**config.mk**
```make
export PLATFORM = sky130hd
export DESIGN_NAME = most_frequent_byte_finder
export DESIGN_NICKNAME = d
export VERILOG_FILES = /design/src/rtl/core/mfb_pkg.sv /design/src/rtl/core/mfb_ctrl.sv /design/src/rtl/core/mfb_datapath.sv /design/src/rtl/core/most_frequent_byte_finder.sv
export SDC_FILE = /design/constraint.sdc
export NUM_CORES = 2
export LEC_CHECK = 0
export ABC_AREA = 1
export BUFFER_PORTS_ARGS = -buffer_cell sky130_fd_sc_hd__buf_2
export CORE_MARGIN = 8
export CORE_UTILIZATION = 42
export CTS_CLUSTER_DIAMETER = 120
export DETAILED_ROUTE_END_ITERATION = 8
export GPL_ROUTABILITY_DRIVEN = 0
export HOLD_SLACK_MARGIN = 0.05
export MAX_ROUTING_LAYER = met4
export PLACE_DENSITY_LB_ADDON = 0.08
export SYNTH_ARGS = -nofsm -noshare
export SYNTH_HDL_FRONTEND = slang
export SYNTH_SLANG_ARGS = --single-unit
```
**constraint.sdc**
```tcl
create_clock -name clock -period 11.84 [get_ports clock]
set_input_delay 0 -clock clock [delete_from_list [all_inputs] [get_ports clock]]
set_output_delay 0 -clock clock [all_outputs]
set_load 0.02 [all_outputs]
```
**src/rtl/core/mfb_pkg.sv**
```systemverilog
// ----------------------------------------------------------------------------
// mfb_pkg
// shared constants and controller/datapath interface types for the
// most frequent byte finder
// ----------------------------------------------------------------------------
`default_nettype none

package mfb_pkg;

   // count store geometry
   localparam int unsigned SymW    = 8;
   localparam int unsigned CountW  = 8;

   // saturation limit of one histogram entry
   localparam logic [CountW-1:0] MaxLen = 8'd255;

   // byte code that ends a string
   localparam logic [SymW-1:0] SymEnd = 8'd0;

   // commands from the controller to the datapath
   typedef struct packed {
      logic take;    // input transfer accepted this cycle
      logic clear;   // write zero at the sweep index, advance it
      logic init;    // reset best code and count ahead of a scan
      logic scan;    // read the entry at the sweep index, advance it
   } cmd_type;

   // status from the datapath to the controller
   typedef struct packed {
      logic idx_last;   // sweep index sits on the final entry
   } status_type;

endpackage : mfb_pkg

`default_nettype wire

```
**src/rtl/core/mfb_ctrl.sv**
```systemverilog
// ----------------------------------------------------------------------------
// mfb_ctrl
// controller: clearing sweep after reset, byte intake, scan sequencing
// and the result strobe
// ----------------------------------------------------------------------------
`default_nettype none

module mfb_ctrl (
   input  wire logic                   clock,
   input  wire logic                   reset,
   input  wire logic                   start,
   input  wire logic [mfb_pkg::SymW-1:0] req_symbol,
   input  wire mfb_pkg::status_type    status,
   output mfb_pkg::cmd_type            cmd,
   output logic                        busy,
   output logic                        rsp_valid
);
   import mfb_pkg::*;

   typedef enum logic [5:0] {
      ST_CLEAR  = 6'b000001,
      ST_IDLE   = 6'b000010,
      ST_DRAIN  = 6'b000100,
      ST_SCAN   = 6'b001000,
      ST_FINISH = 6'b010000,
      ST_DONE   = 6'b100000
   } state_type;

   state_type state_ff;
   state_type state_in;
   logic      take;

   // an input transfer happens only while idle
   assign take = start && (state_ff == ST_IDLE);

   // next state
   always_comb begin
      state_in = state_ff;
      case (state_ff)
         ST_CLEAR: begin
            if (status.idx_last) state_in = ST_IDLE;
         end
         ST_IDLE: begin
            if (take && (req_symbol == SymEnd)) state_in = ST_DRAIN;
         end
         ST_DRAIN: begin
            state_in = ST_SCAN;
         end
         ST_SCAN: begin
            if (status.idx_last) state_in = ST_FINISH;
         end
         ST_FINISH: begin
            state_in = ST_DONE;
         end
         ST_DONE: begin
            state_in = ST_IDLE;
         end
         default: begin
            state_in = ST_CLEAR;
         end
      endcase
   end

   // state register
   always_ff @(posedge clock) begin
      if (reset) begin
         state_ff <= ST_CLEAR;
      end else begin
         state_ff <= state_in;
      end
   end

   // commands and port status
   always_comb begin
      cmd.take  = take;
      cmd.clear = (state_ff == ST_CLEAR);
      cmd.init  = (state_ff == ST_DRAIN);
      cmd.scan  = (state_ff == ST_SCAN);
   end

   assign busy      = (state_ff != ST_IDLE);
   assign rsp_valid = (state_ff == ST_DONE);

endmodule : mfb_ctrl

`default_nettype wire

```
**src/rtl/core/mfb_datapath.sv**
```systemverilog
// ----------------------------------------------------------------------------
// mfb_datapath
// count store with one write and one registered read port, saturating
// increment with forwarding, and the running best of the scan
// ----------------------------------------------------------------------------
`default_nettype none

module mfb_datapath (
   input  wire logic                       clock,
   input  wire logic                       reset,
   input  wire logic [mfb_pkg::SymW-1:0]   req_symbol,
   input  wire mfb_pkg::cmd_type           cmd,
   output mfb_pkg::status_type             status,
   output logic [mfb_pkg::SymW-1:0]        rsp_top_symbol,
   output logic [mfb_pkg::CountW-1:0]      rsp_top_count,
   output logic                            rsp_found
);
   import mfb_pkg::*;

   localparam int unsigned Depth = 2 ** SymW;

   logic [CountW-1:0] mem [Depth];

   logic [SymW-1:0]   idx_ff, idx_in;
   logic              byte_vld_ff;
   logic [SymW-1:0]   byte_addr_ff;
   logic              scan_vld_ff;
   logic [SymW-1:0]   scan_addr_ff;
   logic              fwd_vld_ff;
   logic [SymW-1:0]   fwd_addr_ff;
   logic [CountW-1:0] fwd_data_ff;
   logic [CountW-1:0] rd_data_ff;
   logic [SymW-1:0]   best_sym_ff;
   logic [CountW-1:0] best_cnt_ff;

   logic [SymW-1:0]   rd_addr;
   logic [CountW-1:0] cur_cnt;
   logic [CountW-1:0] inc_cnt;
   logic              wr_en;
   logic [SymW-1:0]   wr_addr;
   logic [CountW-1:0] wr_data;

   // sweep index shared by the clearing pass and the scan
   always_comb begin
      idx_in = idx_ff;
      if (cmd.clear || cmd.scan) idx_in = idx_ff + 1'b1;
   end

   assign status.idx_last = (idx_ff == SymW'(Depth - 1));

   // read address: sweep index while scanning, else the incoming byte
   assign rd_addr = cmd.scan ? idx_ff : req_symbol;

   // forward the previous write when it hits the same entry
   assign cur_cnt = (fwd_vld_ff && (fwd_addr_ff == byte_addr_ff)) ? fwd_data_ff
                                                                  : rd_data_ff;
   assign inc_cnt = (cur_cnt < MaxLen) ? cur_cnt + 1'b1 : cur_cnt;

   // single write port: clearing sweep, scan clear-behind, byte update
   always_comb begin
      wr_en   = 1'b0;
      wr_addr = byte_addr_ff;
      wr_data = inc_cnt;
      if (cmd.clear) begin
         wr_en   = 1'b1;
         wr_addr = idx_ff;
         wr_data = '0;
      end else if (scan_vld_ff) begin
         wr_en   = 1'b1;
         wr_addr = scan_addr_ff;
         wr_data = '0;
      end else if (byte_vld_ff) begin
         wr_en   = 1'b1;
      end
   end

   // count store
   always_ff @(posedge clock) begin
      if (wr_en) mem[wr_addr] <= wr_data;
   end

   always_ff @(posedge clock) begin
      rd_data_ff <= mem[rd_addr];
   end

   // control registers
   always_ff @(posedge clock) begin
      if (reset) begin
         idx_ff      <= '0;
         byte_vld_ff <= 1'b0;
         scan_vld_ff <= 1'b0;
         fwd_vld_ff  <= 1'b0;
      end else begin
         idx_ff      <= idx_in;
         byte_vld_ff <= cmd.take && (req_symbol != SymEnd);
         scan_vld_ff <= cmd.scan;
         fwd_vld_ff  <= byte_vld_ff;
      end
   end

   // payload registers
   always_ff @(posedge clock) begin
      byte_addr_ff <= req_symbol;
      scan_addr_ff <= idx_ff;
      fwd_addr_ff  <= byte_addr_ff;
      fwd_data_ff  <= inc_cnt;
   end

   // running best: strictly larger wins, so ties keep the lower code
   always_ff @(posedge clock) begin
      if (reset || cmd.init) begin
         best_sym_ff <= '0;
         best_cnt_ff <= '0;
      end else if (scan_vld_ff && (rd_data_ff > best_cnt_ff)) begin
         best_sym_ff <= scan_addr_ff;
         best_cnt_ff <= rd_data_ff;
      end
   end

   assign rsp_top_symbol = best_sym_ff;
   assign rsp_top_count  = best_cnt_ff;
   assign rsp_found      = (best_cnt_ff != '0);

endmodule : mfb_datapath

`default_nettype wire

```
**src/rtl/core/most_frequent_byte_finder.sv**
```systemverilog
// ----------------------------------------------------------------------------
// most_frequent_byte_finder
// byte histogram mode: counts the bytes of a zero-terminated string and
// reports the most frequent code, lowest code on ties
// ----------------------------------------------------------------------------
//  channel   ports                                             transfer
//  request   start, busy, req_symbol                           start & !busy
//  response  rsp_valid, rsp_top_symbol, rsp_top_count,         rsp_valid
//            rsp_found
//
//  a nonzero byte leaves busy low; a read-modify-write on the count store
//  with forwarding lets bytes follow back to back
//  the terminating zero holds busy through a drain state, a 256-entry
//  scan through the single read port, a compare state and the one-cycle
//  result strobe
//  after reset a clearing pass over all 256 entries zeroes the store, busy high
//  results are shown for one cycle only; the receiver cannot stall them
// ----------------------------------------------------------------------------
`default_nettype none

module most_frequent_byte_finder (
   input  wire logic                       clock,
   input  wire logic                       reset,
   input  wire logic                       start,
   output logic                            busy,
   input  wire logic [mfb_pkg::SymW-1:0]   req_symbol,
   output logic                            rsp_valid,
   output logic [mfb_pkg::SymW-1:0]        rsp_top_symbol,
   output logic [mfb_pkg::CountW-1:0]      rsp_top_count,
   output logic                            rsp_found
);
   import mfb_pkg::*;

   cmd_type    cmd;
   status_type status;

   // sequencing
   mfb_ctrl u_ctrl (
      .clock      (clock),
      .reset      (reset),
      .start      (start),
      .req_symbol (req_symbol),
      .status     (status),
      .cmd        (cmd),
      .busy       (busy),
      .rsp_valid  (rsp_valid)
   );

   // count store and scan
   mfb_datapath u_datapath (
      .clock          (clock),
      .reset          (reset),
      .req_symbol     (req_symbol),
      .cmd            (cmd),
      .status         (status),
      .rsp_top_symbol (rsp_top_symbol),
      .rsp_top_count  (rsp_top_count),
      .rsp_found      (rsp_found)
   );

endmodule : most_frequent_byte_finder

`default_nettype wire

```
==> results <==
- Across the VDD grid, the largest voltage drop is 0.167 mV.
- The share of the synthesized area in the top cell type is 0.675.
- The maximum number of pins on one net before global-route repair is 203.
- The number of antenna violations at the first check in global routing is 8.
- The minimum period implied by the final worst setup slack is 5320 ps.
- The top layer used by detailed routing is met4.
- The count of buffers from port buffering is 29.
- The final setup skew is 45.2 ps.
- Counting instances in the post-synthesis netlist gives the leading cell types as 2883 x sky130_fd_sc_hd__nand2_1, 2048 x sky130_fd_sc_hd__edfxtp_1, 1557 x sky130_fd_sc_hd__nand3_1.
- For this run, asynchronously set or reset flops after synthesis account for 0.
- The synthesized area is 91100 um2.
- The floorplan row count is 171.
- The fraction of layout cells with a size suffix above 1 is 0.0555.
- In this run the worst setup path begins at u_ctrl.state_ff[4]$_SDFFE_PP0P_.
- The class of the tightest hold or removal check is in -> reg.
- Clock tree synthesis found a total of 2121 sinks.
- For this run the aggregate overflow at the end of global routing stands at 0.
- The area of the die is 232000 um2.
- The clock passes through at most 3 buffers.
- The proportion of synthesized chip area in sequential cells is 0.691.
- The area of the placeable core is 217000 um2.
- The capturing element type of the critical path is a register.
- At the later pin of the worst-skew pair, clock insertion delay measures 880 ps.
- From bottom edge to top edge, the die measures 482 um.
- Data on the critical path is required at its endpoint by 12590 ps.
- STA puts the critical path data arrival time at 6070 ps.
- Once layout is complete, the utilization of the core stands at 0.468.
- The TritonCTS clock tree is yes.
- Wire segments on met3 add up to 19000 um in the final route.
- Dividing the synthesized area by the synthesized cell count gives 10.3 um2.
- Compared with the post-synthesis result, the final layout area differs by 11.1%.
- The reg-to-reg critical path startpoint is u_ctrl.state_ff[4]$_SDFFE_PP0P_.
- Detailed routing inserted a total of 61400 vias.
- The clock transition at the register clock pins on the worst setup and hold paths after CTS is 60 ps.
- In this run the number of H-tree levels came out at 4.
- The sum of negative setup slack is 0 ps.
- The number of enable-type register cells in the synthesized netlist is 2048.
- Total power for the finished layout comes to 16.8 mW.
- Summing all non-filler instances in the final layout gives an area of 101000 um2.
- The post-synthesis cell type count is 40.
- The maximum clock frequency is 0.188 GHz.
- Detailed placement ended at an HPWL of 151000 um.
- The final-report setup violation count is 0.
- After detailed placement, the total cell area comes to 93800 um2.
- Of all cell types, the one taking the most synthesized area is sky130_fd_sc_hd__edfxtp_1.
- The number of nets in the layout is 8746.
- For this configuration, the core starts out at a cell density of 0.421.
- The worst-margin pin slew is 1310 ps.
- In the detailed route, the total length drawn on met2 is 123000 um.
- The length in cells of the worst reg-to-reg path is 16.
- The first-pass iteration count of the detailed router is 8.
- The via count of the first global-routing pass is 58200.
- The total global-route track usage is 0.237.
- The cell that appears most often on the critical path is sky130_fd_sc_hd__nand3_1.
- In this design, the stage delay of the slowest critical-path cell is 820 ps.
- The number of placed I/O pins is 30.
- Dividing the final minimum period by the clock period gives 0.449.
- The worst pin sits at a relative slew slack of 0.121.
- The slowest stage of the critical path belongs to the cell sky130_fd_sc_hd__buf_4.
- The tree is rooted in a sky130_fd_sc_hd__clkbuf_16.
- The routed length on met1 is 123000 um.
- The count of routing violations after the opening detailed-route iteration is 6142.
- The synthesized netlist cell count is 8837.
- Setup slack on the worst reg-to-reg path comes out at 6520 ps.
- The wire length of the first global-routing pass is 400000 um.
- Among all flip-flop cells after synthesis, the most frequent one is sky130_fd_sc_hd__edfxtp_1.
- The number of hold-slack violations in the final timing report is 0.
- The number of warnings printed during yosys synthesis is 0.
- The overall die width is 482 um.
- The startpoint-to-endpoint class of the critical path is reg -> reg.
- Counting flops and latches in the post-synthesis netlist gives 2121.
- The number of cells traversed by the worst hold path is 5.
- The net count after synthesis is 8858.
- The analysis attributes to cell leakage a power of 41.2 nW.
- Among all cell types in the netlist, the one instantiated most often is sky130_fd_sc_hd__nand2_1.
- The largest fanout of any net on the critical path is 131.
- The startpoint identified for the worst hold timing path is start.
- The post-detailed-routing wire length is 272000 um.
- The worst setup path is launched from a register.
- After detailed routing, the number of vias per cell comes to 5.21.
- The post-detailed-route count of antenna-violating nets is 0.
- After detailed routing, the number of remaining DRC violations is 0.
- Setup repair after global routing left no endpoint under its margin.
- Dividing the detail-routed wire length by the instance count gives 23.1 um.
- After synthesis, the cell types taking the most area are sky130_fd_sc_hd__edfxtp_1 67%, sky130_fd_sc_hd__nand2_1 12%, sky130_fd_sc_hd__nand3_1 8.6%, sky130_fd_sc_hd__inv_1 4.9%, sky130_fd_sc_hd__dfxtp_1 1.6%.
- The number of clock buffers added by TritonCTS is 226.
- The number of maximum-capacitance constraint violations is 0.
- The flow ran to the end, and the final reports show no timing, DRC or antenna violations.
- The power density relative to cell area is 166 nW/um2.
- Traced cell by cell, the critical path runs through nor2_4, nand3_2, nand2_1, nand2_4, buf_4, buf_12, buf_4, nand2_1, nand3_1, nand3_1, nand3_1, nand3_1, nand3_1, nand3_1, nand3_1, nand2_1.
- The count of pins over their slew limit came to 0.
-- where the power goes --
part | switching, mW | internal [mW] | leakage (nW)
sequential | 0.0493 | 8.41 | 19.6
combinational | 1.13 | 0.262 | 18.0
clock | 2.97 | 3.98 | 3.53
-- worst paths after layout --
path | end
worst max-delay path | u_datapath.rd_data_ff[7]$_DFF_P_
worst min register to register | u_datapath.fwd_addr_ff[1]$_DFF_P_
worst max register to register | u_datapath.rd_data_ff[7]$_DFF_P_
worst min-delay path | u_ctrl.state_ff[4]$_SDFFE_PP0P_
-- worst max-delay path: cells and delay by family (launching register included) --
| family | cells | cell delay (ps) |
|---|---|---|
| DFF | 1 | 410 |
| buffers and inverters | 3 | 1990 |
| and+or+nand+nor | 13 | 2480 |
-- cell families (layout without fill, tap and decap cells) --
kind of cell | after synthesis | in the layout | share of synthesized area
AOI/OAI and AO/OA | 202 | 202 | 0.0124
xor gates and xnor gates | 4 | 4 | 0.000384
adders and majority gates | 10 | 10 | 0.00137
buffers and inverters | 1697 | 1783 | 0.0739
DFF | 2121 | 2121 | 0.691
other | 0 | 3 | 0
and+or+nand+nor | 4803 | 4803 | 0.221
-- placed cells by master (no fill, tap or decap), types with 4 or more instances in the layout --
cell type                       instances
sky130_fd_sc_hd__buf_2                 29
sky130_fd_sc_hd__inv_2                 12
sky130_fd_sc_hd__o211ai_1              15
sky130_fd_sc_hd__dfxtp_1               73
sky130_fd_sc_hd__dlygate4sd3_1         21
sky130_fd_sc_hd__nand2_2               12
sky130_fd_sc_hd__nor4_1                 4
sky130_fd_sc_hd__nor2_1               305
sky130_fd_sc_hd__o21ai_4                6
sky130_fd_sc_hd__nand3_1             1557
sky130_fd_sc_hd__o21ai_2                8
sky130_fd_sc_hd__clkinv_2              38
sky130_fd_sc_hd__buf_12                21
sky130_fd_sc_hd__a211oi_1               8
sky130_fd_sc_hd__clkbuf_16            232
sky130_fd_sc_hd__nor3_1                 8
sky130_fd_sc_hd__inv_6                  5
sky130_fd_sc_hd__o21ai_1                7
sky130_fd_sc_hd__nand2_1             2873
sky130_fd_sc_hd__a21oi_1               18
sky130_fd_sc_hd__clkinv_8               5
sky130_fd_sc_hd__edfxtp_1            2048
sky130_fd_sc_hd__clkbuf_8               8
sky130_fd_sc_hd__nand4_1               17
sky130_fd_sc_hd__buf_4                 72
sky130_fd_sc_hd__nand3b_1               9
sky130_fd_sc_hd__nor2_4                 6
sky130_fd_sc_hd__o21ai_0              132
sky130_fd_sc_hd__inv_1               1197
sky130_fd_sc_hd__clkbuf_1              56
sky130_fd_sc_hd__clkinv_1              59
sky130_fd_sc_hd__bufinv_16             16
sky130_fd_sc_hd__ha_1                  10
-- cell type report --
class | count | area (um2)
diodes | 3 | 7.51
clock buffers | 299 | 6150
clock inverters | 127 | 1070
fillers | 20000 | 115000
inverters | 1214 | 4580
multi-input cells | 5019 | 21600
flip-flops and latches | 2121 | 63000
well taps | 2854 | 3570
repair buffers | 143 | 1320
-- through the flow --
stage	std cells	hold WS (ps)	worst slack, ps
5_1_grt	11800	153	6110
6_report	11800	141	6520
3_5_place_dp	11300	150	6550
3_3_place_gp	11300	150	6490
2_1_floorplan	8837	27.7	558
4_1_cts	11800	53.7	6520
-- routing by layer --
metal  global-route usage  vias to the layer above
li1                     -                    28900
met4               0.0631                        0
met3               0.0379                      398
met5                    -                        -
met2                0.361                     1959
met1                0.334                    30200
-- repair_timing --
action | 4_1_cts | 5_1_grt
gates resized for setup | 0 | 0
hold buffers | 21 | 0
setup buffers | 0 | 0
hold endpoints to repair | 33 | 0
-- registers in the layout, indices dropped and copies added, names as in the netlist --
name,cells
u_datapath.fwd_data_ff,8
u_datapath.fwd_addr_ff,8
u_datapath.byte_vld_ff,1
u_datapath.fwd_vld_ff,1
u_datapath.scan_vld_ff,1
u_datapath.rd_data_ff,8
u_datapath.mem,2048
u_datapath.byte_addr_ff,8
u_datapath.rsp_top_symbol,8
u_datapath.rsp_top_count,8
u_datapath.scan_addr_ff,8
u_datapath.idx_ff,8
u_ctrl.state_ff,6
No activity file was read; power rests on OpenSTA's default activity.
